File: src/hw/rtl/gamepad_input_conditioner_defines.svh
// Assertion macros used by the gamepad input conditioner top level
`ifndef GAMEPAD_INPUT_CONDITIONER_DEFINES_SVH
`define GAMEPAD_INPUT_CONDITIONER_DEFINES_SVH

// Same-cycle implication, clocked on clk, off during reset
`define GIC_ASSERT_NOW(label, ante, cons, msg) \
    label: assert property (@(posedge clk) disable iff (!rst_n) (ante) |-> (cons)) \
        else $error(msg);

// Next-cycle implication, clocked on clk, off during reset
`define GIC_ASSERT_NEXT(label, ante, cons, msg) \
    label: assert property (@(posedge clk) disable iff (!rst_n) (ante) |=> (cons)) \
        else $error(msg);

`endif

File: src/hw/rtl/gic_pkg.sv
// Shared types, codes and constants of the gamepad input conditioner
package gic_pkg;

    // Pad count and the width of a pad select
    localparam int NUM_PADS = 4;
    localparam int PAD_W    = (NUM_PADS > 1) ? $clog2(NUM_PADS) : 1;

    // Configuration port
    localparam int CFG_IDX_W  = 2;
    localparam int CFG_DATA_W = 16;

    localparam logic [CFG_IDX_W-1:0] REG_DZ_MODE   = 2'd0;
    localparam logic [CFG_IDX_W-1:0] REG_LEFT_DZ   = 2'd1;
    localparam logic [CFG_IDX_W-1:0] REG_RIGHT_DZ  = 2'd2;
    localparam logic [CFG_IDX_W-1:0] REG_TRIG_THR  = 2'd3;

    // Dead zone modes
    localparam logic [1:0] DZ_OFF    = 2'd0;
    localparam logic [1:0] DZ_AXIS   = 2'd1;
    localparam logic [1:0] DZ_CENTER = 2'd2;

    // Result status codes
    localparam logic [1:0] ST_OK        = 2'd0;
    localparam logic [1:0] ST_BAD_INDEX = 2'd1;
    localparam logic [1:0] ST_NO_DRIVER = 2'd2;

    // Register reset values
    localparam logic [1:0]  DZ_MODE_RST   = DZ_OFF;
    localparam logic [15:0] LEFT_DZ_RST   = 16'd7849;
    localparam logic [15:0] RIGHT_DZ_RST  = 16'd8689;
    localparam logic [7:0]  TRIG_THR_RST  = 8'd30;

    // Configuration register set
    typedef struct packed {
        logic [1:0]  dz_mode;
        logic [15:0] left_dz;
        logic [15:0] right_dz;
        logic [7:0]  trig_thr;
    } cfg_t;

    // One input item as held in the input register
    typedef struct packed {
        logic [2:0]         pad_index;
        logic               driver_present;
        logic               device_connected;
        logic [15:0]        raw_buttons;
        logic [7:0]         raw_left_trigger;
        logic [7:0]         raw_right_trigger;
        logic signed [15:0] raw_left_x;
        logic signed [15:0] raw_left_y;
        logic signed [15:0] raw_right_x;
        logic signed [15:0] raw_right_y;
    } in_item_t;

    // Four thumbstick axes
    typedef struct packed {
        logic signed [15:0] left_x;
        logic signed [15:0] left_y;
        logic signed [15:0] right_x;
        logic signed [15:0] right_y;
    } axes_t;

    // Per-pad tracking results handed to the top level
    typedef struct packed {
        logic [1:0]  status;
        logic        is_connected;
        logic        was_inserted;
        logic        was_removed;
        logic        data_en;
        logic [15:0] pressed;
        logic        left_edge;
        logic        right_edge;
    } trk_res_t;

    // One result item as held in the output register
    typedef struct packed {
        logic [1:0]         status;
        logic               is_connected;
        logic               was_inserted;
        logic               was_removed;
        logic signed [15:0] left_x;
        logic signed [15:0] left_y;
        logic signed [15:0] right_x;
        logic signed [15:0] right_y;
        logic [15:0]        held_buttons;
        logic [15:0]        pressed_buttons;
        logic               left_trigger_edge;
        logic               right_trigger_edge;
    } out_item_t;

endpackage

File: src/hw/rtl/gic_channels.sv
// Channel interfaces: raw sample in, conditioned result out, register writes

// Raw gamepad sample channel
interface gic_sample_if;
    logic               valid;
    logic               ready;
    logic [2:0]         pad_index;
    logic               driver_present;
    logic               device_connected;
    logic [15:0]        raw_buttons;
    logic [7:0]         raw_left_trigger;
    logic [7:0]         raw_right_trigger;
    logic signed [15:0] raw_left_x;
    logic signed [15:0] raw_left_y;
    logic signed [15:0] raw_right_x;
    logic signed [15:0] raw_right_y;

    modport source (
        output valid, pad_index, driver_present, device_connected, raw_buttons,
               raw_left_trigger, raw_right_trigger, raw_left_x, raw_left_y,
               raw_right_x, raw_right_y,
        input  ready
    );
    modport sink (
        input  valid, pad_index, driver_present, device_connected, raw_buttons,
               raw_left_trigger, raw_right_trigger, raw_left_x, raw_left_y,
               raw_right_x, raw_right_y,
        output ready
    );
endinterface

// Conditioned result channel
interface gic_result_if;
    logic               valid;
    logic               ready;
    logic [1:0]         status;
    logic               is_connected;
    logic               was_inserted;
    logic               was_removed;
    logic signed [15:0] left_x;
    logic signed [15:0] left_y;
    logic signed [15:0] right_x;
    logic signed [15:0] right_y;
    logic [15:0]        held_buttons;
    logic [15:0]        pressed_buttons;
    logic               left_trigger_edge;
    logic               right_trigger_edge;

    modport source (
        output valid, status, is_connected, was_inserted, was_removed, left_x,
               left_y, right_x, right_y, held_buttons, pressed_buttons,
               left_trigger_edge, right_trigger_edge,
        input  ready
    );
    modport sink (
        input  valid, status, is_connected, was_inserted, was_removed, left_x,
               left_y, right_x, right_y, held_buttons, pressed_buttons,
               left_trigger_edge, right_trigger_edge,
        output ready
    );
endinterface

// Register write channel
interface gic_cfg_if;
    logic                          valid;
    logic                          ready;
    logic [gic_pkg::CFG_IDX_W-1:0]  reg_index;
    logic [gic_pkg::CFG_DATA_W-1:0] reg_data;

    modport source (output valid, reg_index, reg_data, input ready);
    modport sink   (input valid, reg_index, reg_data, output ready);
endinterface

File: src/hw/rtl/gic_cfg_regs.sv
// Configuration registers: dead zone mode, dead zones, trigger threshold
module gic_cfg_regs (
    input  logic          clk,
    input  logic          rst_n,
    gic_cfg_if.sink       cfg,
    output gic_pkg::cfg_t cfg_q
);
    import gic_pkg::*;

    cfg_t cfg_reg;
    cfg_t cfg_next;

    // Writes are always taken
    assign cfg.ready = 1'b1;

    // Decode a register write
    always_comb
    begin
        cfg_next = cfg_reg;
        if (cfg.valid)
        begin
            case (cfg.reg_index)
                REG_DZ_MODE:  cfg_next.dz_mode  = cfg.reg_data[1:0];
                REG_LEFT_DZ:  cfg_next.left_dz  = cfg.reg_data[15:0];
                REG_RIGHT_DZ: cfg_next.right_dz = cfg.reg_data[15:0];
                REG_TRIG_THR: cfg_next.trig_thr = cfg.reg_data[7:0];
                default:      cfg_next = cfg_reg;
            endcase
        end
    end

    always_ff @(posedge clk or negedge rst_n)
    begin
        if (!rst_n)
        begin
            cfg_reg.dz_mode  <= DZ_MODE_RST;
            cfg_reg.left_dz  <= LEFT_DZ_RST;
            cfg_reg.right_dz <= RIGHT_DZ_RST;
            cfg_reg.trig_thr <= TRIG_THR_RST;
        end
        else
        begin
            cfg_reg <= cfg_next;
        end
    end

    assign cfg_q = cfg_reg;
endmodule

File: src/hw/rtl/gic_dead_zone.sv
// Thumbstick dead zone: off, per axis, or center region per stick
module gic_dead_zone (
    input  gic_pkg::cfg_t  cfg_q,
    input  gic_pkg::axes_t raw,
    output gic_pkg::axes_t cooked
);
    import gic_pkg::*;

    // Magnitude with -32768 giving 32768
    function automatic logic [16:0] mag(input logic signed [15:0] v);
        logic [16:0] ext;
        ext = {v[15], v};
        return v[15] ? 17'(-ext) : ext;
    endfunction

    logic lx_small;
    logic ly_small;
    logic rx_small;
    logic ry_small;
    logic lx_zero;
    logic ly_zero;
    logic rx_zero;
    logic ry_zero;

    assign lx_small = mag(raw.left_x)  < {1'b0, cfg_q.left_dz};
    assign ly_small = mag(raw.left_y)  < {1'b0, cfg_q.left_dz};
    assign rx_small = mag(raw.right_x) < {1'b0, cfg_q.right_dz};
    assign ry_small = mag(raw.right_y) < {1'b0, cfg_q.right_dz};

    // Zeroing decision by mode; the unused code behaves as off
    always_comb
    begin
        case (cfg_q.dz_mode)
            DZ_AXIS:
            begin
                lx_zero = lx_small;
                ly_zero = ly_small;
                rx_zero = rx_small;
                ry_zero = ry_small;
            end
            DZ_CENTER:
            begin
                lx_zero = lx_small && ly_small;
                ly_zero = lx_small && ly_small;
                rx_zero = rx_small && ry_small;
                ry_zero = rx_small && ry_small;
            end
            default:
            begin
                lx_zero = 1'b0;
                ly_zero = 1'b0;
                rx_zero = 1'b0;
                ry_zero = 1'b0;
            end
        endcase
    end

    assign cooked.left_x  = lx_zero ? 16'sd0 : raw.left_x;
    assign cooked.left_y  = ly_zero ? 16'sd0 : raw.left_y;
    assign cooked.right_x = rx_zero ? 16'sd0 : raw.right_x;
    assign cooked.right_y = ry_zero ? 16'sd0 : raw.right_y;
endmodule

File: src/hw/rtl/gic_pad_tracker.sv
// Per-pad connection, button and trigger history with edge detection
module gic_pad_tracker (
    input  logic              clk,
    input  logic              rst_n,
    input  logic              commit,
    input  gic_pkg::in_item_t item,
    input  logic [7:0]        trig_thr,
    output gic_pkg::trk_res_t res
);
    import gic_pkg::*;

    logic [NUM_PADS-1:0] online_reg;
    logic [15:0]         prev_btn_reg [NUM_PADS];
    logic [7:0]          prev_lt_reg  [NUM_PADS];
    logic [7:0]          prev_rt_reg  [NUM_PADS];

    logic             idx_ok;
    logic [PAD_W-1:0] pad;
    logic             was_on;
    logic             inserted;
    logic [15:0]      prev_btn;
    logic [7:0]       prev_lt;
    logic [7:0]       prev_rt;
    logic             lt_on;
    logic             rt_on;
    logic             prev_lt_on;
    logic             prev_rt_on;

    assign idx_ok = {1'b0, item.pad_index} < 4'(NUM_PADS);
    assign pad    = item.pad_index[PAD_W-1:0];

    // Look up the pad's history; insertion starts from a clean slate
    assign was_on   = online_reg[pad];
    assign inserted = item.device_connected && !was_on;
    assign prev_btn = inserted ? 16'd0 : prev_btn_reg[pad];
    assign prev_lt  = inserted ? 8'd0  : prev_lt_reg[pad];
    assign prev_rt  = inserted ? 8'd0  : prev_rt_reg[pad];

    assign lt_on      = item.raw_left_trigger  > trig_thr;
    assign rt_on      = item.raw_right_trigger > trig_thr;
    assign prev_lt_on = prev_lt > trig_thr;
    assign prev_rt_on = prev_rt > trig_thr;

    // Result flags for the item
    always_comb
    begin
        res = '0;
        if (!idx_ok)
        begin
            res.status = ST_BAD_INDEX;
        end
        else if (!item.driver_present)
        begin
            res.status = ST_NO_DRIVER;
        end
        else
        begin
            res.status       = ST_OK;
            res.is_connected = item.device_connected;
            res.was_inserted = inserted;
            res.was_removed  = was_on && !item.device_connected;
            res.data_en      = item.device_connected;
            if (item.device_connected)
            begin
                res.pressed    = item.raw_buttons & ~prev_btn;
                res.left_edge  = lt_on && !prev_lt_on;
                res.right_edge = rt_on && !prev_rt_on;
            end
        end
    end

    // History update when the item moves to the result register
    always_ff @(posedge clk or negedge rst_n)
    begin
        if (!rst_n)
        begin
            online_reg <= '0;
            for (int i = 0; i < NUM_PADS; i++)
            begin
                prev_btn_reg[i] <= '0;
                prev_lt_reg[i]  <= '0;
                prev_rt_reg[i]  <= '0;
            end
        end
        else if (commit && idx_ok)
        begin
            if (!item.driver_present)
            begin
                online_reg[pad]   <= 1'b0;
                prev_btn_reg[pad] <= '0;
                prev_lt_reg[pad]  <= '0;
                prev_rt_reg[pad]  <= '0;
            end
            else
            begin
                online_reg[pad] <= item.device_connected;
                if (item.device_connected)
                begin
                    prev_btn_reg[pad] <= item.raw_buttons;
                    prev_lt_reg[pad]  <= item.raw_left_trigger;
                    prev_rt_reg[pad]  <= item.raw_right_trigger;
                end
            end
        end
    end
endmodule

File: src/hw/rtl/gamepad_input_conditioner.sv
// Top level of the gamepad input conditioner
//
// Usage:
//   sample : raw gamepad items in (valid/ready); one result item per sample.
//   result : conditioned items out (valid/ready), in sample order.
//   cfg    : register writes (always ready); 0 dead zone mode, 1 left dead
//            zone, 2 right dead zone, 3 trigger threshold. Write only while
//            no sample is in flight.
// Timing:
//   Two register stages: the input register holds the accepted sample, the
//   dead zone and per-pad edge logic settle combinationally, and the result
//   register presents it. One item per cycle is sustained while result.ready
//   stays high. Per-pad history sits in flip-flops written as each item
//   enters the result register, so the next sample of the same pad sees it.
// Reset: clears both stages, all per-pad history, and restores register
//   defaults (mode off, dead zones 7849 and 8689, threshold 30).
// Stall: while result.ready is low the result holds; the input register
//   still takes one more sample, after which sample.ready drops.
module gamepad_input_conditioner (
    input  logic        clk,
    input  logic        rst_n,
    gic_sample_if.sink  sample,
    gic_result_if.source result,
    gic_cfg_if.sink     cfg
);
    import gic_pkg::*;

`include "gamepad_input_conditioner_defines.svh"

    cfg_t      cfg_q;
    in_item_t  in_reg;
    in_item_t  in_next;
    logic      in_valid_reg;
    logic      in_valid_next;
    out_item_t res_reg;
    out_item_t res_next;
    logic      res_valid_reg;
    logic      res_valid_next;
    logic      advance;
    logic      take;
    logic      commit;
    axes_t     raw_axes;
    axes_t     dz_axes;
    trk_res_t  trk;

    // Handshake: the result stage frees when empty or drained
    assign advance      = !res_valid_reg || result.ready;
    assign sample.ready = !in_valid_reg || advance;
    assign take         = sample.valid && sample.ready;
    assign commit       = in_valid_reg && advance;

    gic_cfg_regs u_cfg (
        .clk   (clk),
        .rst_n (rst_n),
        .cfg   (cfg),
        .cfg_q (cfg_q)
    );

    // Input register capture
    always_comb
    begin
        in_next                   = in_reg;
        if (take)
        begin
            in_next.pad_index         = sample.pad_index;
            in_next.driver_present    = sample.driver_present;
            in_next.device_connected  = sample.device_connected;
            in_next.raw_buttons       = sample.raw_buttons;
            in_next.raw_left_trigger  = sample.raw_left_trigger;
            in_next.raw_right_trigger = sample.raw_right_trigger;
            in_next.raw_left_x        = sample.raw_left_x;
            in_next.raw_left_y        = sample.raw_left_y;
            in_next.raw_right_x       = sample.raw_right_x;
            in_next.raw_right_y       = sample.raw_right_y;
        end
    end

    assign in_valid_next = take ? 1'b1 : (advance ? 1'b0 : in_valid_reg);

    // Dead zone on the held sample
    assign raw_axes.left_x  = in_reg.raw_left_x;
    assign raw_axes.left_y  = in_reg.raw_left_y;
    assign raw_axes.right_x = in_reg.raw_right_x;
    assign raw_axes.right_y = in_reg.raw_right_y;

    gic_dead_zone u_dz (
        .cfg_q  (cfg_q),
        .raw    (raw_axes),
        .cooked (dz_axes)
    );

    gic_pad_tracker u_trk (
        .clk      (clk),
        .rst_n    (rst_n),
        .commit   (commit),
        .item     (in_reg),
        .trig_thr (cfg_q.trig_thr),
        .res      (trk)
    );

    // Assemble the result; data fields only for a connected pad
    always_comb
    begin
        res_next = res_reg;
        if (commit)
        begin
            res_next.status             = trk.status;
            res_next.is_connected       = trk.is_connected;
            res_next.was_inserted       = trk.was_inserted;
            res_next.was_removed        = trk.was_removed;
            res_next.left_x             = trk.data_en ? dz_axes.left_x  : 16'sd0;
            res_next.left_y             = trk.data_en ? dz_axes.left_y  : 16'sd0;
            res_next.right_x            = trk.data_en ? dz_axes.right_x : 16'sd0;
            res_next.right_y            = trk.data_en ? dz_axes.right_y : 16'sd0;
            res_next.held_buttons       = trk.data_en ? in_reg.raw_buttons : 16'd0;
            res_next.pressed_buttons    = trk.pressed;
            res_next.left_trigger_edge  = trk.left_edge;
            res_next.right_trigger_edge = trk.right_edge;
        end
    end

    assign res_valid_next = advance ? in_valid_reg : res_valid_reg;

    // Control state
    always_ff @(posedge clk or negedge rst_n)
    begin
        if (!rst_n)
        begin
            in_valid_reg  <= 1'b0;
            res_valid_reg <= 1'b0;
        end
        else
        begin
            in_valid_reg  <= in_valid_next;
            res_valid_reg <= res_valid_next;
        end
    end

    // Payload registers
    always_ff @(posedge clk)
    begin
        in_reg  <= in_next;
        res_reg <= res_next;
    end

    // Result port
    assign result.valid              = res_valid_reg;
    assign result.status             = res_reg.status;
    assign result.is_connected       = res_reg.is_connected;
    assign result.was_inserted       = res_reg.was_inserted;
    assign result.was_removed        = res_reg.was_removed;
    assign result.left_x             = res_reg.left_x;
    assign result.left_y             = res_reg.left_y;
    assign result.right_x            = res_reg.right_x;
    assign result.right_y            = res_reg.right_y;
    assign result.held_buttons       = res_reg.held_buttons;
    assign result.pressed_buttons    = res_reg.pressed_buttons;
    assign result.left_trigger_edge  = res_reg.left_trigger_edge;
    assign result.right_trigger_edge = res_reg.right_trigger_edge;

    // Checks
    `GIC_ASSERT_NOW(a_pressed_in_held,
        res_valid_reg, (res_reg.pressed_buttons & ~res_reg.held_buttons) == 16'd0,
        "pressed buttons not a subset of held buttons")
    `GIC_ASSERT_NOW(a_error_zero_data,
        res_valid_reg && res_reg.status != ST_OK,
        !res_reg.is_connected && res_reg.held_buttons == 16'd0
            && res_reg.left_x == 16'sd0 && res_reg.right_y == 16'sd0,
        "error result carries data")
    `GIC_ASSERT_NOW(a_insert_connected,
        res_valid_reg && res_reg.was_inserted,
        res_reg.is_connected && !res_reg.was_removed,
        "insertion flagged on a disconnected pad")
    `GIC_ASSERT_NEXT(a_commit_fills_result,
        commit, res_valid_reg,
        "committed item did not reach the result register")
endmodule

File: src/flat_wrapper.sv
// flat-port wrapper written by rule: the top's interface ports become plain ports
module gamepad_input_conditioner_flat import gic_pkg::*;
  (clk, rst_n, sample_valid, sample_pad_index, sample_driver_present, sample_device_connected, sample_raw_buttons, sample_raw_left_trigger, sample_raw_right_trigger, sample_raw_left_x, sample_raw_left_y, sample_raw_right_x, sample_raw_right_y, sample_ready, result_valid, result_status, result_is_connected, result_was_inserted, result_was_removed, result_left_x, result_left_y, result_right_x, result_right_y, result_held_buttons, result_pressed_buttons, result_left_trigger_edge, result_right_trigger_edge, result_ready, cfg_valid, cfg_reg_index, cfg_reg_data, cfg_ready);
  gic_sample_if sample_i ();
  gic_result_if result_i ();
  gic_cfg_if cfg_i ();
  input  logic clk;
  input  logic rst_n;
  input wire logic [$bits(sample_i.valid)-1:0] sample_valid;
  input wire logic [$bits(sample_i.pad_index)-1:0] sample_pad_index;
  input wire logic [$bits(sample_i.driver_present)-1:0] sample_driver_present;
  input wire logic [$bits(sample_i.device_connected)-1:0] sample_device_connected;
  input wire logic [$bits(sample_i.raw_buttons)-1:0] sample_raw_buttons;
  input wire logic [$bits(sample_i.raw_left_trigger)-1:0] sample_raw_left_trigger;
  input wire logic [$bits(sample_i.raw_right_trigger)-1:0] sample_raw_right_trigger;
  input wire logic [$bits(sample_i.raw_left_x)-1:0] sample_raw_left_x;
  input wire logic [$bits(sample_i.raw_left_y)-1:0] sample_raw_left_y;
  input wire logic [$bits(sample_i.raw_right_x)-1:0] sample_raw_right_x;
  input wire logic [$bits(sample_i.raw_right_y)-1:0] sample_raw_right_y;
  output wire logic [$bits(sample_i.ready)-1:0] sample_ready;
  output wire logic [$bits(result_i.valid)-1:0] result_valid;
  output wire logic [$bits(result_i.status)-1:0] result_status;
  output wire logic [$bits(result_i.is_connected)-1:0] result_is_connected;
  output wire logic [$bits(result_i.was_inserted)-1:0] result_was_inserted;
  output wire logic [$bits(result_i.was_removed)-1:0] result_was_removed;
  output wire logic [$bits(result_i.left_x)-1:0] result_left_x;
  output wire logic [$bits(result_i.left_y)-1:0] result_left_y;
  output wire logic [$bits(result_i.right_x)-1:0] result_right_x;
  output wire logic [$bits(result_i.right_y)-1:0] result_right_y;
  output wire logic [$bits(result_i.held_buttons)-1:0] result_held_buttons;
  output wire logic [$bits(result_i.pressed_buttons)-1:0] result_pressed_buttons;
  output wire logic [$bits(result_i.left_trigger_edge)-1:0] result_left_trigger_edge;
  output wire logic [$bits(result_i.right_trigger_edge)-1:0] result_right_trigger_edge;
  input wire logic [$bits(result_i.ready)-1:0] result_ready;
  input wire logic [$bits(cfg_i.valid)-1:0] cfg_valid;
  input wire logic [$bits(cfg_i.reg_index)-1:0] cfg_reg_index;
  input wire logic [$bits(cfg_i.reg_data)-1:0] cfg_reg_data;
  output wire logic [$bits(cfg_i.ready)-1:0] cfg_ready;
  assign sample_i.valid = sample_valid;
  assign sample_i.pad_index = sample_pad_index;
  assign sample_i.driver_present = sample_driver_present;
  assign sample_i.device_connected = sample_device_connected;
  assign sample_i.raw_buttons = sample_raw_buttons;
  assign sample_i.raw_left_trigger = sample_raw_left_trigger;
  assign sample_i.raw_right_trigger = sample_raw_right_trigger;
  assign sample_i.raw_left_x = sample_raw_left_x;
  assign sample_i.raw_left_y = sample_raw_left_y;
  assign sample_i.raw_right_x = sample_raw_right_x;
  assign sample_i.raw_right_y = sample_raw_right_y;
  assign sample_ready = sample_i.ready;
  assign result_valid = result_i.valid;
  assign result_status = result_i.status;
  assign result_is_connected = result_i.is_connected;
  assign result_was_inserted = result_i.was_inserted;
  assign result_was_removed = result_i.was_removed;
  assign result_left_x = result_i.left_x;
  assign result_left_y = result_i.left_y;
  assign result_right_x = result_i.right_x;
  assign result_right_y = result_i.right_y;
  assign result_held_buttons = result_i.held_buttons;
  assign result_pressed_buttons = result_i.pressed_buttons;
  assign result_left_trigger_edge = result_i.left_trigger_edge;
  assign result_right_trigger_edge = result_i.right_trigger_edge;
  assign result_i.ready = result_ready;
  assign cfg_i.valid = cfg_valid;
  assign cfg_i.reg_index = cfg_reg_index;
  assign cfg_i.reg_data = cfg_reg_data;
  assign cfg_ready = cfg_i.ready;
  gamepad_input_conditioner u_core (.clk(clk), .rst_n(rst_n), .sample(sample_i), .result(result_i), .cfg(cfg_i));
endmodule
File: config.mk
export PLATFORM = sky130hd
export DESIGN_NAME = gamepad_input_conditioner_flat
export DESIGN_NICKNAME = d
export VERILOG_FILES = /design/src/hw/rtl/gic_pkg.sv /design/src/hw/rtl/gic_channels.sv /design/src/hw/rtl/gic_cfg_regs.sv /design/src/hw/rtl/gic_dead_zone.sv /design/src/hw/rtl/gic_pad_tracker.sv /design/src/hw/rtl/gamepad_input_conditioner.sv /design/src/flat_wrapper.sv
export VERILOG_INCLUDE_DIRS = /design/src /design/src/hw/rtl
export SDC_FILE = /design/constraint.sdc
export NUM_CORES = 1
export LEC_CHECK = 0
export BUFFER_PORTS_ARGS = -buffer_cell sky130_fd_sc_hd__buf_2
export CAP_MARGIN = 40
export CORE_MARGIN = 5
export CORE_UTILIZATION = 30
export CTS_CLUSTER_SIZE = 10
export DETAILED_ROUTE_END_ITERATION = 6
export PLACE_DENSITY = 0.57
export REMOVE_ABC_BUFFERS = 1
export SKIP_LAST_GASP = 1
export SYNTH_ARGS = -nofsm -noshare
export SYNTH_HDL_FRONTEND = slang
export SYNTH_SLANG_ARGS = --single-unit
export TNS_END_PERCENT = 20
File: constraint.sdc
create_clock -name clk -period 3.5 [get_ports clk]
set_input_delay 0.175 -clock clk [delete_from_list [all_inputs] [get_ports clk]]
set_output_delay 0.175 -clock clk [all_outputs]
set_load 0.005 [all_outputs]
### After elaboration in Yosys (flattened, before gate mapping)

Index checks and enable logic that the tools add are counted.

| storage, ports and cells | value |
|---|---|
| word-level logic and storage cells | 152 |
| output and inout bits | 106 |
| register bits | 380 |
| input port bits | 124 |

| cells by class | value |
|---|---|
| reduce and logical (&&, ||, !) cells | 32 |
| add/subtract/negate cells | 4 |
| multiplexer cells | 45 |
| bitwise gates (word level) | 11 |
| equal/unequal tests | 6 |
| order comparisons | 13 |

Operator list:

| kind | number |
|---|---|
| two-way mux 32 bit | 4 |
| two-way mux 64 bit | 2 |
| less-than comparator 17 x 16 -> 1 bit | 4 |
| two-way mux 17 bit | 4 |
| negation 17 bit | 4 |
| bitwise AND 32 bit | 2 |
| bitwise AND 64 bit | 1 |
| bitwise mux 32 bit | 2 |
| bitwise mux 64 bit | 1 |
| two-way mux 16 bit | 4 |
| inverter 64 bit | 1 |
| two-way mux 8 bit | 7 |
| two-way mux 19 bit | 2 |
| binary-select mux 16 bit (select 2 bit) | 1 |
| binary-select mux 8 bit (select 2 bit) | 2 |
| demux 16 bit (select 2 bit) | 1 |
| > comparator 8 bit | 4 |
| inverter 32 bit | 1 |
| two-way mux 18 bit | 1 |
| bitwise AND 16 bit | 1 |
| demux 8 bit (select 2 bit) | 1 |
| inverter 16 bit | 1 |
| AND reduction 2 bit | 6 |
| logical AND 1 bit | 11 |
| other kinds (25) | 43 |

### Depth between registers and ports, before layout

Gate-level depths: netlist (run 1).

| depth | value |
|---|---|
| word-level depth | 13 |
| depth in mapped cells | 15 |
| depth with buffers taken out | 14 |

### Modules after synthesis

From an unflattened synthesis (run 1), not the netlist that was laid out.

| unflattened totals | value |
|---|---|
| cells, all modules | 1467 |
| area total of the unflattened synthesis | 18350.1 um2 |

Modules (own cells, without submodules):

| module | seq. area each (um2) | times used | cells an instance | area each (um2) |
|---|---|---|---|---|
| gamepad_input_conditioner | 6175.9 | 1 | 300 | 6826.5 |
| gic_pad_tracker | 3303.2 | 1 | 625 | 6631.4 |
| gic_dead_zone | 0.0 | 1 | 450 | 3178.0 |
| gic_cfg_regs | 1074.8 | 1 | 92 | 1714.1 |

### Worst setup path before layout (run 1)

OpenSTA, ideal clock, no wires.

| path | value |
|---|---|
| kind | register -> register |
| from | register u_core.in_reg[18] (netlist name) |
| to | register u_core.res_reg (netlist bit u_core.result.right_y[8]) (data pin) |
| clock period less this slack | 3.583 ns |
| path buffers | 1 |
| data arrival time | 3.330 ns |
| setup time | 0.254 ns |
| cell stages (with the launch flop) | 14 |
| data required time | 3.246 ns |
| slack | -0.083 ns |
| cells stage by stage | edfxtp_1 nor2_1 or4b_1 nand2b_1 o41ai_1 xnor2_1 ha_1 and3_1 a221o_1 a31oi_1 o21ai_1 a2111oi_4 buf_6 nor2b_1 |

| between the ends | value |
|---|---|
| cells in the longest elaborated chain, start to end | 6 |

Ends and longest elaborated chain:

| element | RTL line | source |
|---|---|---|
| start, declared | gamepad_input_conditioner.sv:31 | `in_item_t in_reg;` |
| start signal, assigned | gamepad_input_conditioner.sv:142 | `in_reg <= in_next;` |
| negation 17 bit | gic_dead_zone.sv:13 | `return v[15] ? 17'(-ext) : ext;` |
| two-way mux 17 bit (*) | gic_dead_zone.sv:13 |  |
| less-than comparator 17 x 16 -> 1 bit (*) | gic_dead_zone.sv:27 | `assign rx_small = mag(raw.right_x) < {1'b0, cfg_q.right_dz};` |
| logical AND 1 bit (*) | gic_dead_zone.sv:46 | `ry_zero = rx_small && ry_small;` |
| case mux 1 bit (2 select lines) (*) | gic_dead_zone.sv:33 | `case (cfg_q.dz_mode)` |
| OR reduction 2 bit (no line) (*) | -- |  |
| end signal, assigned | gamepad_input_conditioner.sv:143 | `res_reg <= res_next;` |
| end, declared | gamepad_input_conditioner.sv:35 | `out_item_t res_reg;` |

Every way passes the cells marked *; elsewhere a longest branch is shown, timed or not.
A chain may end at the register's enable or synchronous reset.

### Final worst setup path (run 1)

| path | value |
|---|---|
| from | register u_core.in_reg[18] (netlist name) |
| to | register u_core.res_reg (netlist bit u_core.result.right_y[14]) (data pin) |

Same word-level chain as after synthesis.

==> flow_summary.html, run 1 <==
<table>
<tr><th>Metric</th><th>Value</th></tr>
<tr><th colspan="2">Run status</th></tr>
<tr><td>Run status</td><td>finished with violations</td></tr>
<tr><td>Violations in the final reports</td><td>negative setup slack</td></tr>
<tr><th colspan="2">Setup path</th></tr>
<tr><td>Length in cells of the worst reg-to-reg path</td><td>14</td></tr>
<tr><td>Critical path's slowest cell</td><td>sky130_fd_sc_hd__or4b_4</td></tr>
<tr><td>Critical path required time</td><td>around 3.8 ns</td></tr>
<tr><td>CP Launch Type</td><td>flip-flop</td></tr>
<tr><td>Reg2Reg Setup Slack</td><td>-0.06 ns</td></tr>
<tr><td>CP Launch Point</td><td>u_core.in_reg[18]</td></tr>
<tr><td>Type of destination of the critical path</td><td>flip-flop</td></tr>
<tr><td>Worst Path Class, Setup</td><td>flip-flop to flip-flop</td></tr>
<tr><td>Critical R2R Capture</td><td>u_core.result.right_y[14]</td></tr>
<tr><td>Dominant delay contributor by cell family on the critical path</td><td>compound AO/OA/AOI/OAI gates</td></tr>
<tr><td>Data arrival time at the worst-slack endpoint</td><td>between 3 and 4 ns</td></tr>
<tr><td>Critical register-to-register path startpoint</td><td>u_core.in_reg[18]</td></tr>
<tr><td>WP buf/inv</td><td>2</td></tr>
<tr><td>Cells along the critical path</td><td>nor2_2 -&gt; or4b_4 -&gt; nand2b_4 -&gt; o41ai_4 -&gt; xnor2_1 -&gt; ha_1 -&gt; and3_4 -&gt; a221o_1 -&gt; a31oi_4 -&gt; o21ai_2 -&gt; a2111oi_4 -&gt; buf_4 -&gt; clkbuf_16 -&gt; nor2b_1</td></tr>
<tr><td>Largest driver fanout on the critical path</td><td>8</td></tr>
<tr><td>Number of gates on the worst path with buffers counted</td><td>14</td></tr>
<tr><td>Max stage delay on crit path</td><td>roughly 0.48 ns</td></tr>
<tr><td>Destination of the critical timing path</td><td>u_core.result.right_y[14]</td></tr>
<tr><th colspan="2">Power and ir drop</th></tr>
<tr><td>Internal power contribution</td><td>9.04 mW</td></tr>
<tr><td>Share of power burned in the clock network</td><td>0.359</td></tr>
<tr><td>Part of the total power dissipated in combinational logic</td><td>0.183</td></tr>
<tr><td>Sequential cell fraction of total power</td><td>0.458</td></tr>
<tr><td>Leakage power of the design</td><td>9.89 nW</td></tr>
<tr><td>Pwr/cell area</td><td>530 nW/um^2</td></tr>
<tr><td>Maximum ir drop on the vdd rail</td><td>approximately 0.41 mV</td></tr>
<tr><td>Switching pwr</td><td>between 3 and 4 mW</td></tr>
<tr><td>Switching power share of the total</td><td>0.266</td></tr>
<tr><th colspan="2">Detailed routing</th></tr>
<tr><td>WL final</td><td>48.1 mm</td></tr>
<tr><td>Number of nets with antenna violations after detailed routing</td><td>0</td></tr>
<tr><td>Total via count in the routed design</td><td>between 10,000 and 15,000</td></tr>
<tr><td>Number of detailed-route iterations in the first pass</td><td>4</td></tr>
<tr><td>Drt via density</td><td>about 4.8</td></tr>
<tr><td>Remaining DRCs</td><td>0</td></tr>
<tr><td>First DRT Iteration DRCs</td><td>560</td></tr>
<tr><td>Average wire per standard cell</td><td>18.8 um</td></tr>
<tr><th colspan="2">Yosys</th></tr>
<tr><td>Adder and majority cell fraction of the synthesized area</td><td>0.0699</td></tr>
<tr><td>Fraction of the yosys area taken by sequential cells</td><td>0.602</td></tr>
<tr><td>Top flip-flop cell by instance count after synthesis</td><td>sky130_fd_sc_hd__edfxtp_1</td></tr>
<tr><td>Area fraction in compound gates after synthesis</td><td>0.113</td></tr>
<tr><td>Number of distinct library cells after synthesis</td><td>60</td></tr>
<tr><td>Async set or reset register ratio after synthesis</td><td>0.463</td></tr>
<tr><td>Combinational family with the most area after synthesis</td><td>compound AO/OA/AOI/OAI gates</td></tr>
<tr><td>Most frequent cell after synthesis</td><td>sky130_fd_sc_hd__edfxtp_1</td></tr>
<tr><td>Top cells by instance count after synthesis</td><td>204 x sky130_fd_sc_hd__edfxtp_1, 157 x sky130_fd_sc_hd__dfrtp_1, 98 x sky130_fd_sc_hd__ha_1, 95 x sky130_fd_sc_hd__o21ai_0, 93 x sky130_fd_sc_hd__nand2_1</td></tr>
<tr><td>Post-synthesis instance total</td><td>1,307</td></tr>
<tr><td>Post-synthesis share of cell area spent on xor and xnor gates</td><td>0.0260</td></tr>
<tr><td>Mux cell area share after synthesis</td><td>0.0681</td></tr>
<tr><td>Yosys warning total</td><td>0</td></tr>
<tr><td>Post-synthesis register bit count</td><td>380</td></tr>
<tr><td>Post-synth EDFFs</td><td>204</td></tr>
<tr><td>Synth area leaders</td><td>sky130_fd_sc_hd__edfxtp_1 35%, sky130_fd_sc_hd__dfrtp_1 22%, sky130_fd_sc_hd__ha_1 7.0%</td></tr>
<tr><td>Top cell type by total area after synthesis</td><td>sky130_fd_sc_hd__edfxtp_1</td></tr>
<tr><td>Area fraction of the dominant cell type after synthesis</td><td>0.349</td></tr>
<tr><td>Cell area after technology mapping</td><td>17,500 um^2</td></tr>
<tr><td>Mean cell area of the mapped netlist</td><td>13.4 um^2</td></tr>
<tr><td>Simple-gate portion of the synthesized area</td><td>0.0968</td></tr>
<tr><th colspan="2">STA</th></tr>
<tr><td>Unrepaired setup endpoints after global routing</td><td>yes</td></tr>
<tr><td>Hold Vio Cnt, Final</td><td>0</td></tr>
<tr><td>Setup violation total in the final timing report</td><td>between 40 and 50</td></tr>
<tr><td>Final critical-path setup slack</td><td>-0.0642 ns</td></tr>
<tr><td>Worst Skew</td><td>0.0196 ns</td></tr>
<tr><td>Final cycle utilization of the critical path</td><td>1.02</td></tr>
<tr><td>Total Neg Setup Slack</td><td>-1.69 ns</td></tr>
<tr><td>Slew Limit Headroom</td><td>0.432</td></tr>
<tr><td>Max-slew violation count</td><td>0</td></tr>
<tr><td>Slew @ Worst Pin</td><td>0.852 ns</td></tr>
<tr><td>Clock period minus worst slack</td><td>between 3 and 4 ns</td></tr>
<tr><td>Max frequency</td><td>281 MHz</td></tr>
<tr><th colspan="2">Global routing</th></tr>
<tr><td>Global Route Usage Sum</td><td>0.147</td></tr>
<tr><td>Total gr overflow</td><td>0</td></tr>
<tr><td>Maximum number of pins on one net before global-route repair</td><td>slightly below 90</td></tr>
<tr><td>Wire length of the first global-routing pass</td><td>73.8 mm</td></tr>
<tr><td>Antenna violations before repair</td><td>1</td></tr>
<tr><td>Via count of the first global-routing pass</td><td>13,000</td></tr>
<tr><th colspan="2">Floorplanning</th></tr>
<tr><td>Count of boundary I/O pins</td><td>230</td></tr>
<tr><td>Standard-cell rows</td><td>88</td></tr>
<tr><td>Floorplan core area</td><td>57,800 um^2</td></tr>
<tr><td>Starting density of the core</td><td>0.303</td></tr>
<tr><td>Die Y-Extent</td><td>approximately 250 um</td></tr>
<tr><td>Die area</td><td>63,400 um^2</td></tr>
<tr><td>Chip width</td><td>between 200 and 300 um</td></tr>
<tr><th colspan="2">Min path</th></tr>
<tr><td>Type of the most critical hold path</td><td>input pin to async pin</td></tr>
<tr><th colspan="2">CTS</th></tr>
<tr><td>Clock root buffer master</td><td>sky130_fd_sc_hd__clkbuf_16</td></tr>
<tr><td>Number of buffers created by CTS</td><td>between 40 and 50</td></tr>
<tr><td>Maximum root-to-sink buffer count</td><td>3</td></tr>
<tr><td>Clock latency on the worst-skew pair</td><td>0.56 ns</td></tr>
<tr><td>Count of clock tree sinks</td><td>380</td></tr>
<tr><td>Clock-pin transition on the worst setup and hold timing paths</td><td>0.06 ns</td></tr>
<tr><td>Clock tree from TritonCTS</td><td>done</td></tr>
<tr><td>Maximum level of the CTS H-tree</td><td>2</td></tr>
<tr><th colspan="2">Layout</th></tr>
<tr><td>Total non-filler cell area in the finished layout</td><td>between 20,000 and 25,000 um^2</td></tr>
<tr><td>Layout Area Growth over Synthesis</td><td>32.4%</td></tr>
<tr><td>Net count of the finished layout</td><td>roughly 2,000</td></tr>
<tr><td>Largest register FFs</td><td>101</td></tr>
<tr><td>Fraction of the core area covered by cells at the end of the flow</td><td>0.402</td></tr>
<tr><td>Fraction of final layout cells with drive strength greater than 1</td><td>0.297</td></tr>
<tr><th colspan="2">Placement</th></tr>
<tr><td>Placed wire-length estimate after detailed placement</td><td>roughly 33 mm</td></tr>
<tr><td>Routability-driven placement congestion ratio</td><td>around 0.80</td></tr>
<tr><td>Placed cell areas</td><td>roughly 20,000 um^2</td></tr>
<tr><td>Count of input and output buffers</td><td>about 230</td></tr>
<tr><th colspan="2">Run</th></tr>
<tr><td>Max-cap viol count</td><td>0</td></tr>
</table>
-- worst register-to-register path, stage by stage, from the launching register on --
cell and delay (ns):
sky130_fd_sc_hd__edfxtp_1 0.40, sky130_fd_sc_hd__nor2_2 0.14, sky130_fd_sc_hd__or4b_4 0.48, sky130_fd_sc_hd__nand2b_4 0.18, sky130_fd_sc_hd__o41ai_4 0.22, sky130_fd_sc_hd__xnor2_1 0.16
sky130_fd_sc_hd__ha_1 0.25, sky130_fd_sc_hd__and3_4 0.15, sky130_fd_sc_hd__a221o_1 0.34, sky130_fd_sc_hd__a31oi_4 0.20, sky130_fd_sc_hd__o21ai_2 0.10, sky130_fd_sc_hd__a2111oi_4 0.32
sky130_fd_sc_hd__buf_4 0.18, sky130_fd_sc_hd__clkbuf_16 0.15, sky130_fd_sc_hd__nor2b_1 0.05
-- layout make-up --
class                   count  area [um^2]
fillers                  5394        34600
flip-flops and latches    380        10600
multi-input cells         820         6880
repair buffers            445         3230
clock buffers              80         1330
well taps                 765          957
inverters                  57          214
clock inverters             6         52.6
diodes                      2         5.00
-- power groups by stage --
stage               logic, mW  registers (mW)  clock network, mW
floorplan                1.24            5.67                  0
global placement         1.96            5.69                  0
detailed placement       2.02            5.71                  0
CTS                      2.20            5.64               4.57
global route             2.52            5.70               4.75
finish                   2.26            5.64               4.42
-- metrics by stage --
stage	worst slack [ns]	cells	hold WS (ns)	power, mW
global placement	-0.202	2330	0.302	7.65
detailed placement	-0.263	2331	0.309	7.74
global route	-0.195	2554	0.284	13.0
finish	-0.0642	2555	0.254	12.3
floorplan	-0.570	1256	-0.121	6.91
CTS	-0.0805	2546	0.261	12.4
-- kinds of logic after synthesis --
kind of cell / Yosys count
simple gates: 311
compound gates: 284
fa+ha+maj: 98
mux: 73
other cells: 1
buf+inv: 108
xor+xnor: 52
flops: 380
-- layer usage --
| metal | wire (um) | up-vias | global-route usage | share of wire |
|---|---|---|---|---|
| met4 | 1280 | 0 | 0.0444 | 0.027 |
| met1 | 22000 | 6187 | 0.199 | 0.46 |
| li1 | - | 5766 | - | - |
| met2 | 22600 | 264 | 0.240 | 0.47 |
| met3 | 2230 | 69 | 0.0292 | 0.046 |
| met5 | 0 | - | 0 | 0 |
-- layout by cell type, fill, tap and decap left out, types with 5 or more instances in the layout --
cell,instances
sky130_fd_sc_hd__dfstp_2,19
sky130_fd_sc_hd__and2_4,5
sky130_fd_sc_hd__clkbuf_1,30
sky130_fd_sc_hd__dlygate4sd3_1,126
sky130_fd_sc_hd__nor2b_1,17
sky130_fd_sc_hd__inv_1,55
sky130_fd_sc_hd__clkbuf_16,48
sky130_fd_sc_hd__buf_4,78
sky130_fd_sc_hd__and3_1,6
sky130_fd_sc_hd__a21o_1,14
sky130_fd_sc_hd__edfxtp_1,204
sky130_fd_sc_hd__nand2b_1,19
sky130_fd_sc_hd__nor2_1,15
sky130_fd_sc_hd__nor3_1,8
sky130_fd_sc_hd__o31ai_1,10
sky130_fd_sc_hd__ha_1,98
sky130_fd_sc_hd__a21oi_1,19
sky130_fd_sc_hd__nand2_1,92
sky130_fd_sc_hd__mux4_2,33
sky130_fd_sc_hd__nand4_1,13
sky130_fd_sc_hd__or3_1,5
sky130_fd_sc_hd__a22o_1,83
sky130_fd_sc_hd__dfrtp_1,157
sky130_fd_sc_hd__mux2_2,40
sky130_fd_sc_hd__nand3_1,11
sky130_fd_sc_hd__buf_2,228
sky130_fd_sc_hd__buf_12,9
sky130_fd_sc_hd__a21boi_0,16
sky130_fd_sc_hd__xnor2_1,49
sky130_fd_sc_hd__o21a_1,9
sky130_fd_sc_hd__o21ai_0,88
sky130_fd_sc_hd__o41ai_1,6
sky130_fd_sc_hd__and2_1,75
-- how the worst min path moves through the flow --
| stage | endpoint | slack [ns] | from | depth (start not counted) |
|---|---|---|---|---|
| after detailed placement | u_core.u_trk.prev_btn_reg[25] | 0.31 | rst_n | 1 |
| after CTS | u_core.in_reg[1] | 0.26 | sample_raw_right_y[1] | 2 |
| after global routing | u_core.in_reg[26] | 0.28 | sample_raw_right_x[10] | 2 |
| final | u_core.u_trk.prev_btn_reg[25] | 0.25 | rst_n | 2 |
| after global placement | u_core.u_trk.prev_btn_reg[25] | 0.30 | rst_n | 1 |
| after floorplan | u_core.in_valid_reg | -0.12 | rst_n | 0 |
-- timing repair --
item | CTS | global route
endpoints found under the hold margin | 229 | 0
pin swaps | 4 | 18
buffers inserted | 2 | 4
gates cloned | 1 | 3
resized for setup | 18 | 57
hold buffers | 126 | 0
setup endpoints to repair | 64 | 64
No activity file was read; power rests on OpenSTA's default activity.
==> inputs of run 2 (changes only) <==
--- a/config.mk
+++ b/config.mk
@@ -10,6 +10,7 @@
 export CAP_MARGIN = 40
 export CORE_MARGIN = 5
 export CORE_UTILIZATION = 30
+export CTS_BUF_LIST = sky130_fd_sc_hd__clkbuf_8
 export CTS_CLUSTER_SIZE = 10
 export DETAILED_ROUTE_END_ITERATION = 6
 export PLACE_DENSITY = 0.57
==> flow_summary.html, run 2 (synthesis gave the netlist of run 1 again) <==
<table>
<tr><th>Metric</th><th>Value</th></tr>
<tr><th colspan="2">Run status</th></tr>
<tr><td>Run status</td><td>finished with violations (unchanged)</td></tr>
<tr><td>Violations in the final reports</td><td>negative setup slack (unchanged)</td></tr>
<tr><th colspan="2">Detailed routing</th></tr>
<tr><td>Average wire per standard cell</td><td>18.5 um (was 18.8 um)</td></tr>
<tr><td>Number of detailed-route iterations in the first pass</td><td>5 (was 4)</td></tr>
<tr><td>Total via count in the routed design</td><td>12,400 (was 12,300)</td></tr>
<tr><td>Remaining DRCs</td><td>0 (unchanged)</td></tr>
<tr><td>Number of nets with antenna violations after detailed routing</td><td>0 (unchanged)</td></tr>
<tr><td>WL final</td><td>47.9 mm (was 48.1 mm)</td></tr>
<tr><td>Drt via density</td><td>4.76 (was 4.81)</td></tr>
<tr><td>First DRT Iteration DRCs</td><td>577 (was 560)</td></tr>
<tr><th colspan="2">Min path</th></tr>
<tr><td>Type of the most critical hold path</td><td>input pin to async pin (unchanged)</td></tr>
<tr><th colspan="2">Layout</th></tr>
<tr><td>Largest register FFs</td><td>101 (unchanged)</td></tr>
<tr><td>Sequential standard cell area</td><td>10,600 um^2 (unchanged)</td></tr>
<tr><td># fillers</td><td>5,438 (was 5,394)</td></tr>
<tr><td>Area of the multi-input gates</td><td>6770 um^2 (was 6880 um^2)</td></tr>
<tr><td>Commonest non-fill, non-tap cells in the layout</td><td>227 x sky130_fd_sc_hd__buf_2, 204 x sky130_fd_sc_hd__edfxtp_1, 157 x sky130_fd_sc_hd__dfrtp_1 (was 228 x sky130_fd_sc_hd__buf_2, 204 x sky130_fd_sc_hd__edfxtp_1, 157 x sky130_fd_sc_hd__dfrtp_1)</td></tr>
<tr><td>Fraction of the core area covered by cells at the end of the flow</td><td>0.400 (was 0.402)</td></tr>
<tr><td>Commonest non-fill, non-tap cell in the layout</td><td>sky130_fd_sc_hd__buf_2 (unchanged)</td></tr>
<tr><td>Fraction of final layout cells with drive strength greater than 1</td><td>0.303 (was 0.297)</td></tr>
<tr><td>Net count of the finished layout</td><td>1,995 (was 1,972)</td></tr>
<tr><td>Layout Area Growth over Synthesis</td><td>31.7% (was 32.4%)</td></tr>
<tr><th colspan="2">Floorplanning</th></tr>
<tr><td>Die Y-Extent</td><td>252 um (unchanged)</td></tr>
<tr><td>Floorplan core area</td><td>57,800 um^2 (unchanged)</td></tr>
<tr><td>Count of boundary I/O pins</td><td>230 (unchanged)</td></tr>
<tr><td>Standard-cell rows</td><td>88 (unchanged)</td></tr>
<tr><td>Starting density of the core</td><td>0.303 (unchanged)</td></tr>
<tr><td>Die area</td><td>63,400 um^2 (unchanged)</td></tr>
<tr><td>Chip width</td><td>252 um (unchanged)</td></tr>
<tr><th colspan="2">CTS</th></tr>
<tr><td>Clock root buffer master</td><td>sky130_fd_sc_hd__clkbuf_8 (was sky130_fd_sc_hd__clkbuf_16)</td></tr>
<tr><td>Count of clock tree sinks</td><td>380 (unchanged)</td></tr>
<tr><td>Maximum root-to-sink buffer count</td><td>3 (unchanged)</td></tr>
<tr><td>Number of buffers created by CTS</td><td>70 (was 46)</td></tr>
<tr><td>Clock tree from TritonCTS</td><td>done (unchanged)</td></tr>
<tr><td>Clock latency on the worst-skew pair</td><td>0.64 ns (was 0.56 ns)</td></tr>
<tr><td>Maximum level of the CTS H-tree</td><td>3 (was 2)</td></tr>
<tr><td>Clock-pin transition on the worst setup and hold timing paths</td><td>0.06 ns (about the same)</td></tr>
<tr><th colspan="2">Global routing</th></tr>
<tr><td>Global Route Usage Sum</td><td>0.148 (was 0.147)</td></tr>
<tr><td>Via count of the first global-routing pass</td><td>13,100 (was 13,000)</td></tr>
<tr><td>Total gr overflow</td><td>0 (unchanged)</td></tr>
<tr><td>Antenna violations before repair</td><td>2 (was 1)</td></tr>
<tr><td>Maximum number of pins on one net before global-route repair</td><td>89 (unchanged)</td></tr>
<tr><td>Wire length of the first global-routing pass</td><td>73.9 mm (was 73.8 mm)</td></tr>
<tr><th colspan="2">STA</th></tr>
<tr><td>Hold WS</td><td>0.184 ns (was 0.254 ns)</td></tr>
<tr><td>Worst Skew</td><td>0.0292 ns (was 0.0196 ns)</td></tr>
<tr><td>Final critical-path setup slack</td><td>-0.0719 ns (was -0.0642 ns)</td></tr>
<tr><td>Unrepaired setup endpoints after global routing</td><td>yes (unchanged)</td></tr>
<tr><td>Max-slew violation count</td><td>0 (unchanged)</td></tr>
<tr><td>Max frequency</td><td>280 MHz (was 281 MHz)</td></tr>
<tr><td>Clock period minus worst slack</td><td>3.57 ns (was 3.56 ns)</td></tr>
<tr><td>Final cycle utilization of the critical path</td><td>1.02 (about the same)</td></tr>
<tr><td>Slew @ Worst Pin</td><td>0.837 ns (was 0.852 ns)</td></tr>
<tr><td>Setup violation total in the final timing report</td><td>60 (was 48)</td></tr>
<tr><td>Slew Limit Headroom</td><td>0.442 (was 0.432)</td></tr>
<tr><td>Hold Vio Cnt, Final</td><td>0 (unchanged)</td></tr>
<tr><th colspan="2">Power and ir drop</th></tr>
<tr><td>Leakage power of the design</td><td>9.97 nW (was 9.89 nW)</td></tr>
<tr><td>Maximum ir drop on the vdd rail</td><td>0.278 mV (was 0.409 mV)</td></tr>
<tr><td>Power after layout</td><td>12.0 mW (was 12.3 mW)</td></tr>
<tr><td>Pwr/cell area</td><td>520 nW/um^2 (was 530 nW/um^2)</td></tr>
<tr><th colspan="2">Setup path</th></tr>
<tr><td>WP buf/inv</td><td>1 (was 2)</td></tr>
<tr><td>Largest driver fanout on the critical path</td><td>16 (was 8)</td></tr>
<tr><td>CP Launch Point</td><td>u_core.in_reg[40] (was u_core.in_reg[18])</td></tr>
<tr><td>Cells along the critical path</td><td>or4_4 -&gt; or4_4 -&gt; o31ai_2 -&gt; xnor2_1 -&gt; ha_1 -&gt; a21o_1 -&gt; a211oi_1 -&gt; a22oi_2 -&gt; a211oi_2 -&gt; o22ai_1 -&gt; buf_4 -&gt; and2_1 (was nor2_2 -&gt; or4b_4 -&gt; nand2b_4 -&gt; o41ai_4 -&gt; xnor2_1 -&gt; ha_1 -&gt; and3_4 -&gt; a221o_1 -&gt; a31oi_4 -&gt; o21ai_2 -&gt; a2111oi_4 -&gt; buf_4 -&gt; clkbuf_16 -&gt; nor2b_1)</td></tr>
<tr><td>Max stage delay on crit path</td><td>0.55 ns (was 0.48 ns)</td></tr>
<tr><td>CP Launch Type</td><td>flip-flop (unchanged)</td></tr>
<tr><td>Most repeated library cell on the critical path</td><td>sky130_fd_sc_hd__or4_4</td></tr>
<tr><td>Critical path required time</td><td>3.86 ns (was 3.83 ns)</td></tr>
<tr><td>Critical register-to-register path startpoint</td><td>u_core.in_reg[40] (was u_core.in_reg[18])</td></tr>
<tr><td>Worst Path Class, Setup</td><td>flip-flop to flip-flop (unchanged)</td></tr>
<tr><td>Data arrival time at the worst-slack endpoint</td><td>3.93 ns (was 3.90 ns)</td></tr>
<tr><td>Dominant delay contributor by cell family on the critical path</td><td>compound AO/OA/AOI/OAI gates (unchanged)</td></tr>
<tr><td>Critical path's slowest cell</td><td>sky130_fd_sc_hd__or4_4 (was sky130_fd_sc_hd__or4b_4)</td></tr>
<tr><td>Type of destination of the critical path</td><td>flip-flop (unchanged)</td></tr>
<tr><th colspan="2">Run</th></tr>
<tr><td>Max-cap viol count</td><td>0 (unchanged)</td></tr>
<tr><th colspan="2">Placement</th></tr>
<tr><td>Count of input and output buffers</td><td>228 (unchanged)</td></tr>
<tr><td>Placed wire-length estimate after detailed placement</td><td>32.7 mm (unchanged)</td></tr>
<tr><td>Routability-driven placement congestion ratio</td><td>0.797 (unchanged)</td></tr>
</table>
run 2: cell types whose count changed in the layout (fill, tap and decap cells not counted), sizes merged, moves of 3 or more:
cell / before / now
clkinvlp: 1 / 4
clkinv: 2 / 11
clkbuf: 81 / 87
inv: 60 / 82
buf: 318 / 315
run 2: layout make-up:
class,instances,share of cell area
inverter,57,0.00926
tap,765,0.0414
timing repair buffer,444,0.139
antenna,3,0.000325
clock buffer,85,0.0506
sequential,380,0.457
multi-input combinational,820,0.293
clock inverter,41,0.00905
run 2: final timing paths:
path	end	slack, ns	depth (start not counted)
setup / recovery	u_core.result.left_x[11]	-0.07	12
hold / removal	u_core.u_trk.prev_btn_reg[63]	0.18	2
setup reg to reg	u_core.result.left_x[11]	-0.07	12
hold reg to reg	u_core.u_trk.prev_btn_reg[60]	0.48	2
max in group asynchronous	u_core.u_trk.prev_btn_reg[11]	2.36	3
min in group clk	u_core.in_reg[26]	0.24	2
run 2: power by group:
part	switching, mW	internal (mW)
logic	1.11	1.11
registers	0.298	5.34
clock network	1.88	2.27
run 2: layer usage:
metal / share of wire / global-route usage / up-vias
met1: 0.45 / 0.198 / 6157
met3: 0.050 / 0.0355 / 81
met2: 0.47 / 0.238 / 304
met5: 0 / 0 / -
met4: 0.027 / 0.0493 / 0
li1: - / - / 5815
run 2: timing repair:
action / in CTS / in global routing
pin swaps: 2 / 5
endpoints found under the hold margin: 231 / 0
endpoints found under the setup margin: 64 / 64
setup buffers: 2 / 3
hold buffers: 127 / 0
resized for setup: 17 / 31
gates cloned: 1 / 2
run 2: per-stage QoR:
step,worst slack (ns),cell area (um^2),cells,TNS [ns]
2_1_floorplan,-0.570,17300,1256,-3.63
3_3_place_gp,-0.202,20100,2330,-6.80
3_5_place_dp,-0.263,20200,2331,-10.83
4_1_cts,-0.105,22900,2587,-4.12
5_1_grt,-0.226,23100,2594,-11.10
6_report,-0.0719,23100,2595,-2.65
